File: src/design/scfr_pkg.sv
// shared types and constants for the serial command frame receiver
// depends on nothing
package scfr_pkg;

   localparam int StoreDepth = 11;
   localparam logic [3:0] CheckPos = 4'd10;
   localparam logic [3:0] FrameLastPos = 4'd11;

   localparam logic [7:0] HeaderReset = 8'd123;
   localparam logic [7:0] TailReset = 8'd125;

   // register index taken from paddr bit 2
   typedef enum logic {
      REG_HEADER = 1'b0,
      REG_TAIL   = 1'b1
   } reg_index_type;

   typedef logic [StoreDepth-1:0][7:0] frame_store_type;

   // what the assembler hands to the frame checker
   typedef struct packed {
      logic            fire;
      logic [7:0]      last_byte;
      logic [7:0]      xor_sum;
      frame_store_type store;
   } asm_out_type;

   typedef struct packed {
      logic        x_reversed;
      logic [7:0]  steer_mode;
      logic [7:0]  scratch_cmd;
      logic [15:0] move_z;
      logic [15:0] move_y;
      logic [15:0] move_x;
   } rsp_payload_type;

endpackage

File: src/design/serial_command_frame_receiver.sv
// the request carrying the tail byte has its result registered in the result or skid stage
// throughput: one request per cycle; ready drops only while both result stages are full
// the frame store is written in the accepting cycle, checked and decoded in the same path
// reset: synchronous, active high; clears capture state, count, xor, result valids
// and returns header/tail to 123/125; frame bytes are not cleared
// depends on scfr_pkg and the assembler, checker and result-stage modules
module serial_command_frame_receiver (
   input  logic        clock,
   input  logic        reset,
   // byte stream in
   input  logic        req_tvalid,
   output logic        req_tready,
   input  logic [7:0]  req_tdata,   // [7:0] rx_byte
   input  logic        req_tuser,   // [0] manual_override
   // decoded commands out
   output logic        rsp_tvalid,
   input  logic        rsp_tready,
   output logic [71:0] rsp_tdata,   // [15:0] move_x, [31:16] move_y, [47:32] move_z,
                                    // [55:48] scratch_cmd, [63:56] steer_mode,
                                    // [64] x_reversed, [71:65] zero
   // register port
   input  logic        csr_psel,
   input  logic        csr_penable,
   input  logic        csr_pwrite,
   input  logic [2:0]  csr_paddr,
   input  logic [31:0] csr_pwdata,
   output logic [31:0] csr_prdata,
   output logic        csr_pready
);

   logic [7:0]                header_ff, header_in;
   logic [7:0]                tail_ff, tail_in;
   logic                      csr_wr;
   scfr_pkg::reg_index_type   csr_index;
   logic                      req_accept;
   scfr_pkg::asm_out_type     asm_out;
   logic                      frame_ok;
   scfr_pkg::rsp_payload_type payload;
   scfr_pkg::rsp_payload_type rsp_payload;

   // register port, word offsets 0 and 4; low address bits are byte offsets
   assign csr_pready = 1'b1;
   assign csr_wr     = csr_psel && csr_penable && csr_pwrite && csr_pready;
   assign csr_index  = scfr_pkg::reg_index_type'(csr_paddr[2]);

   always_comb begin
      header_in = header_ff;
      tail_in   = tail_ff;
      if (csr_wr) begin
         case (csr_index)
            scfr_pkg::REG_HEADER: header_in = csr_pwdata[7:0];
            scfr_pkg::REG_TAIL:   tail_in   = csr_pwdata[7:0];
            default: ;
         endcase
      end
   end

   always_comb begin
      case (csr_index)
         scfr_pkg::REG_HEADER: csr_prdata = {24'd0, header_ff};
         scfr_pkg::REG_TAIL:   csr_prdata = {24'd0, tail_ff};
         default:              csr_prdata = 32'd0;
      endcase
   end

   always_ff @(posedge clock) begin
      if (reset) begin
         header_ff <= scfr_pkg::HeaderReset;
         tail_ff   <= scfr_pkg::TailReset;
      end else begin
         header_ff <= header_in;
         tail_ff   <= tail_in;
      end
   end

   // a request is taken whenever the skid stage is free
   assign req_accept = req_tvalid && req_tready;

   // capture, count and store bytes; flags the twelfth byte
   scfr_frame_asm u_asm (
      .clock           (clock),
      .reset           (reset),
      .byte_valid      (req_accept),
      .rx_byte         (req_tdata),
      .manual_override (req_tuser),
      .header_byte     (header_ff),
      .asm_out         (asm_out)
   );

   // judge the frame on its twelfth byte and decode the motion fields
   scfr_frame_check u_check (
      .asm_out     (asm_out),
      .header_byte (header_ff),
      .tail_byte   (tail_ff),
      .frame_ok    (frame_ok),
      .payload     (payload)
   );

   // result register plus skid, so a waiting result never blocks the byte stream at once
   scfr_rsp_skid u_skid (
      .clock     (clock),
      .reset     (reset),
      .in_valid  (frame_ok),
      .in_data   (payload),
      .in_room   (req_tready),
      .out_valid (rsp_tvalid),
      .out_ready (rsp_tready),
      .out_data  (rsp_payload)
   );

   assign rsp_tdata = {7'd0,
                       rsp_payload.x_reversed,
                       rsp_payload.steer_mode,
                       rsp_payload.scratch_cmd,
                       rsp_payload.move_z,
                       rsp_payload.move_y,
                       rsp_payload.move_x};

endmodule

File: src/design/scfr_frame_asm.sv
// frame assembler: capture state, byte count, frame store and running xor
// depends on scfr_pkg
module scfr_frame_asm (
   input  logic                 clock,
   input  logic                 reset,
   input  logic                 byte_valid,
   input  logic [7:0]           rx_byte,
   input  logic                 manual_override,
   input  logic [7:0]           header_byte,
   output scfr_pkg::asm_out_type asm_out
);

   logic                      capturing_ff, capturing_in;
   logic [3:0]                count_ff, count_in;
   logic [7:0]                xor_ff, xor_in;
   scfr_pkg::frame_store_type store_ff;
   logic                      live;
   logic                      cap_now;
   logic                      store_wr;
   logic                      fire;

   assign live     = byte_valid && !manual_override;
   assign cap_now  = capturing_ff || (rx_byte == header_byte);
   assign store_wr = live && cap_now && (count_ff < scfr_pkg::FrameLastPos);
   assign fire     = live && cap_now && (count_ff >= scfr_pkg::FrameLastPos);

   always_comb begin
      capturing_in = capturing_ff;
      count_in     = count_ff;
      xor_in       = xor_ff;
      if (live) begin
         if (!cap_now) begin
            count_in = 4'd0;
            xor_in   = 8'd0;
         end else if (store_wr) begin
            capturing_in = 1'b1;
            count_in     = count_ff + 4'd1;
            if (count_ff < scfr_pkg::CheckPos) begin
               xor_in = xor_ff ^ rx_byte;
            end
         end else begin
            // twelfth byte ends capture whatever the verdict
            capturing_in = 1'b0;
            count_in     = 4'd0;
            xor_in       = 8'd0;
         end
      end
   end

   always_ff @(posedge clock) begin
      if (reset) begin
         capturing_ff <= 1'b0;
         count_ff     <= 4'd0;
         xor_ff       <= 8'd0;
      end else begin
         capturing_ff <= capturing_in;
         count_ff     <= count_in;
         xor_ff       <= xor_in;
      end
   end

   // frame bytes, no reset: each is written in the frame before it is read
   always_ff @(posedge clock) begin
      if (store_wr) begin
         store_ff[count_ff] <= rx_byte;
      end
   end

   assign asm_out.fire      = fire;
   assign asm_out.last_byte = rx_byte;
   assign asm_out.xor_sum   = xor_ff;
   assign asm_out.store     = store_ff;

endmodule

File: src/design/scfr_frame_check.sv
// frame checker: tail, header and checksum tests and field decode
// depends on scfr_pkg
module scfr_frame_check (
   input  scfr_pkg::asm_out_type     asm_out,
   input  logic [7:0]                header_byte,
   input  logic [7:0]                tail_byte,
   output logic                      frame_ok,
   output scfr_pkg::rsp_payload_type payload
);

   logic [15:0] raw_x;
   logic        rev;

   assign frame_ok = asm_out.fire
                     && (asm_out.last_byte == tail_byte)
                     && (asm_out.store[0] == header_byte)
                     && (asm_out.store[scfr_pkg::CheckPos] == asm_out.xor_sum);

   assign raw_x = {asm_out.store[1], asm_out.store[2]};
   assign rev   = (asm_out.store[9] != 8'd0);

   always_comb begin
      payload.move_x = raw_x;
      if (rev) begin
         // most negative value saturates on negation
         payload.move_x = (raw_x == 16'h8000) ? 16'h7FFF : (16'd0 - raw_x);
      end
      payload.move_y      = {asm_out.store[3], asm_out.store[4]};
      payload.move_z      = {asm_out.store[5], asm_out.store[6]};
      payload.scratch_cmd = asm_out.store[7];
      payload.steer_mode  = asm_out.store[8];
      payload.x_reversed  = rev;
   end

endmodule

File: src/design/scfr_rsp_skid.sv
// result register with a skid stage behind it
// depends on scfr_pkg
module scfr_rsp_skid (
   input  logic                      clock,
   input  logic                      reset,
   input  logic                      in_valid,
   input  scfr_pkg::rsp_payload_type in_data,
   output logic                      in_room,
   output logic                      out_valid,
   input  logic                      out_ready,
   output scfr_pkg::rsp_payload_type out_data
);

   logic                      out_valid_ff, out_valid_in;
   logic                      skid_valid_ff, skid_valid_in;
   scfr_pkg::rsp_payload_type out_data_ff, out_data_in;
   scfr_pkg::rsp_payload_type skid_data_ff, skid_data_in;

   always_comb begin
      out_valid_in  = out_valid_ff;
      out_data_in   = out_data_ff;
      skid_valid_in = skid_valid_ff;
      skid_data_in  = skid_data_ff;
      if (!out_valid_ff || out_ready) begin
         if (skid_valid_ff) begin
            out_valid_in  = 1'b1;
            out_data_in   = skid_data_ff;
            skid_valid_in = in_valid;
            skid_data_in  = in_data;
         end else begin
            out_valid_in = in_valid;
            out_data_in  = in_data;
         end
      end else if (in_valid) begin
         skid_valid_in = 1'b1;
         skid_data_in  = in_data;
      end
   end

   always_ff @(posedge clock) begin
      if (reset) begin
         out_valid_ff  <= 1'b0;
         skid_valid_ff <= 1'b0;
      end else begin
         out_valid_ff  <= out_valid_in;
         skid_valid_ff <= skid_valid_in;
      end
   end

   always_ff @(posedge clock) begin
      out_data_ff  <= out_data_in;
      skid_data_ff <= skid_data_in;
   end

   assign in_room   = !skid_valid_ff;
   assign out_valid = out_valid_ff;
   assign out_data  = out_data_ff;

endmodule

File: config.mk
export PLATFORM = sky130hd
export DESIGN_NAME = serial_command_frame_receiver
export DESIGN_NICKNAME = d
export VERILOG_FILES = /design/src/design/scfr_pkg.sv /design/src/design/serial_command_frame_receiver.sv /design/src/design/scfr_frame_asm.sv /design/src/design/scfr_frame_check.sv /design/src/design/scfr_rsp_skid.sv
export SDC_FILE = /design/constraint.sdc
export NUM_CORES = 1
export LEC_CHECK = 0
export ABC_AREA = 1
export BUFFER_PORTS_ARGS = -buffer_cell sky130_fd_sc_hd__buf_2
export CAP_MARGIN = 20
export CORE_MARGIN = 2
export CORE_UTILIZATION = 40
export DETAILED_ROUTE_END_ITERATION = 12
export GPL_ROUTABILITY_DRIVEN = 0
export SYNTH_ARGS = -nofsm -noshare
export SYNTH_HDL_FRONTEND = slang
export SYNTH_SLANG_ARGS = --single-unit
File: constraint.sdc
create_clock -name clock -period 6.4 [get_ports clock]
set_input_delay 0.96 -clock clock [delete_from_list [all_inputs] [get_ports clock]]
set_output_delay 0.96 -clock clock [all_outputs]
set_load 0.1 [all_outputs]
==> results_dict.tcl <==
set metrics [dict create \
    ys_seq_area_frac 0.716 \
    ctsHoldBuffers 0 \
    drc 0 \
    start_util 0.409 \
    core-area_um2 24500 \
    powerDensity_nw_per_um2 303 \
    drt_iter0_markers 404 \
    grtUsageTotal 0.147 \
    io_buffers 99 \
    synth_seq_cells 249 \
    die_h_um 162 \
    worstSetupPathType "flop to primary output" \
    maxCapViolations 0 \
    worst-endpoint-required_ns 5.44 \
    drt_wl_total_um 19200 \
    cpPeakStageDelay_ns 0.65 \
    hold_violations 0 \
    arrival_ns 2.43 \
    clk_pin_slew_ns 0.06 \
    place_area_um2 10700 \
    vdd_drop_max_mv 0.156 \
    stdcell_area_um2 11600 \
    cts_made_buffers 28 \
    die_w_um 162 \
    power.leakage_nw 4.59 \
    first_global_vias 5717 \
    tritoncts "built" \
    vias 5905 \
    viasPerCell 4.57 \
    clkSinkCount 249 \
    netlist_area_um2 10000 \
    cts_setup_buffers 0 \
    synth_cells 840 \
    ys_types 35 \
    post_cts_resized 0 \
    fillers 2249 \
    min_period_ns 3.39 \
    first_pass_iters 5 \
    syn_to_final_growth_pct 16.3 \
    grt_overflow 0 \
    path_buf_inv 3 \
    dieArea_um2 26300 \
    skew_ns 0.0117 \
    worstPathMaxFanout 68 \
    max_freq_mhz 295 \
    antenna_found_initial 0 \
    tightest_slew_ns 0.914 \
    crit_family "buffers and inverters" \
    final-max-slew-violation-count 0 \
    hold_class "flop to flop" \
    grt_pass1_wl_um 30400 \
    crit_slowest_cell "inv_4" \
    ys_warn_count 0 \
    worstSetupStartpointType "flop" \
    slew-limit-headroom 0.391 \
    drive_gt1_frac 0.176 \
    end_kind "primary output" \
    synth_top_cell_area_share 0.654 \
    cts-root-buf "clkbuf_16" \
    dp_hpwl_um 11600 \
    yosysTopAreaCell "edfxtp_1" \
    timing.final.crit_share 0.530 \
    cp_cell_sequence "buf_4 > inv_4 > buf_2" \
    final_nets 1002 \
    boundaryPins 158 \
    timing.setup.tns_ns 0 \
    hold_ws_ns 0.446 \
    setup_viol 0 \
    rows 57 \
    grt_start_max_net_pins 69 \
    htreeDepth 1 \
    clkLatencyLatePin_ns 0.53 \
    status "complete, no violations" \
    rsz0062_at_grt "false" \
    synth_top_cells_by_area "edfxtp_1, nand2_1, dfxtp_1" \
    diodes 0 \
    avgRoutedWirePerCell_um 14.9 \
    clock_path_buffers 3 \
    ant_nets 0 \
    avgSynthCellArea_um2 11.9 \
]
-- worst paths after layout --
check | from | to | slack, ns | cells past startpoint
max reg2reg | u_skid.skid_valid_ff$_SDFFE_PP0P_ | u_asm.asm_out[6]$_DFFE_PP_ | 3.33 | 5
min | u_asm.asm_out[47]$_DFFE_PP_ | u_skid.skid_data_ff[47]$_DFFE_PP_ | 0.45 | 0
max | u_skid.skid_valid_ff$_SDFFE_PP0P_ | req_tready | 3.01 | 3
min reg2reg | u_asm.asm_out[47]$_DFFE_PP_ | u_skid.skid_data_ff[47]$_DFFE_PP_ | 0.45 | 0
-- logic make-up (layout without fill, tap and decap cells) --
kind of cell / Yosys count / after routing / share of synthesized area
buffers and inverters: 94 / 192 / 0.0503
xor gates and xnor gates: 38 / 38 / 0.0332
other: 2 / 32 / 0.000750
DFF: 249 / 249 / 0.716
AOI/OAI and AO/OA: 55 / 55 / 0.0290
adders and majority gates: 5 / 5 / 0.00625
and+or+nand+nor: 397 / 397 / 0.165
-- synth_stat cells, drive strengths merged --
library cell    n
inv            37
or2             6
nand3b          3
or3             2
nor2           62
clkinv          1
buf            39
o22ai           2
conb            2
nand4           6
a21oi          24
dfxtp          31
xnor2          21
xor2           17
nand2         269
o21ai          24
nor3           10
edfxtp        218
ha              5
clkbuf         17
nand3          39
a31oi           5
-- sequential cells by signal, summed over array words and instances (netlist names) --
register and count:
header_ff 8, tail_ff 8, u_asm.asm_out 88, u_asm.capturing_ff 1, u_asm.count_ff 4, u_asm.xor_ff 8, u_skid.out_data 65, u_skid.out_valid 1
u_skid.skid_data_ff 65, u_skid.skid_valid_ff 1
-- where the power goes --
part           switching, mW  internal [mW]  total (mW)  leakage [nW]
clock                  0.631          0.965        1.60         0.447
sequential           0.00391           1.75        1.76          2.31
combinational          0.150         0.0201       0.170          1.84
-- metal layers --
layer,part of all wire,up-vias,GRT usage
met4,0.031,0,0.0491
met5,0,-,0
met2,0.48,131,0.252
met3,0.043,43,0.0212
li1,-,2992,-
met1,0.45,2739,0.193
-- stage by stage --
| step | setup WS (ns) | utilization | cells | power [mW] |
|---|---|---|---|---|
| after global placement | 2.50 | 0.438 | 1240 | 1.96 |
| after floorplan | 1.10 | - | 870 | 1.94 |
| after global routing | 2.85 | 0.476 | 1292 | 3.63 |
| after detailed placement | 2.51 | 0.438 | 1240 | 1.96 |
| final | 3.01 | 0.476 | 1292 | 3.52 |
| after CTS | 2.94 | 0.476 | 1292 | 3.56 |
-- placed cells by master, fill, tap and decap left out, types with 2 or more instances in the layout --
cell type and instances:
a21oi_1 23, a31oi_1 4, buf_2 99, buf_4 3, bufinv_16 4, clkbuf_1 3
clkbuf_16 28, clkinv_1 5, clkinv_2 6, clkinvlp_4 5, conb_1 32, dfxtp_1 30
edfxtp_1 218, ha_1 5, inv_1 33, inv_2 3, nand2_1 269, nand3_1 36
nand3_2 3, nand3b_1 3, nand4_1 6, nor2_1 60, nor3_1 6, nor3_2 3
o21ai_0 22, o21ai_1 2, o22ai_1 2, or2_2 6, xnor2_1 21, xor2_1 17
-- final cells by class --
| cell class | instances | area [um^2] | area share |
|---|---|---|---|
| Sequential cell | 249 | 7170 | 0.616 |
| Clock inverter | 21 | 228 | 0.0196 |
| Clock buffer | 31 | 712 | 0.0611 |
| Timing Repair Buffer | 102 | 518 | 0.0445 |
| Multi-Input combinational cell | 527 | 2470 | 0.212 |
| Inverter | 38 | 145 | 0.0125 |
| Tap cell | 324 | 405 | 0.0348 |
(Power assumes the default switching activity.)
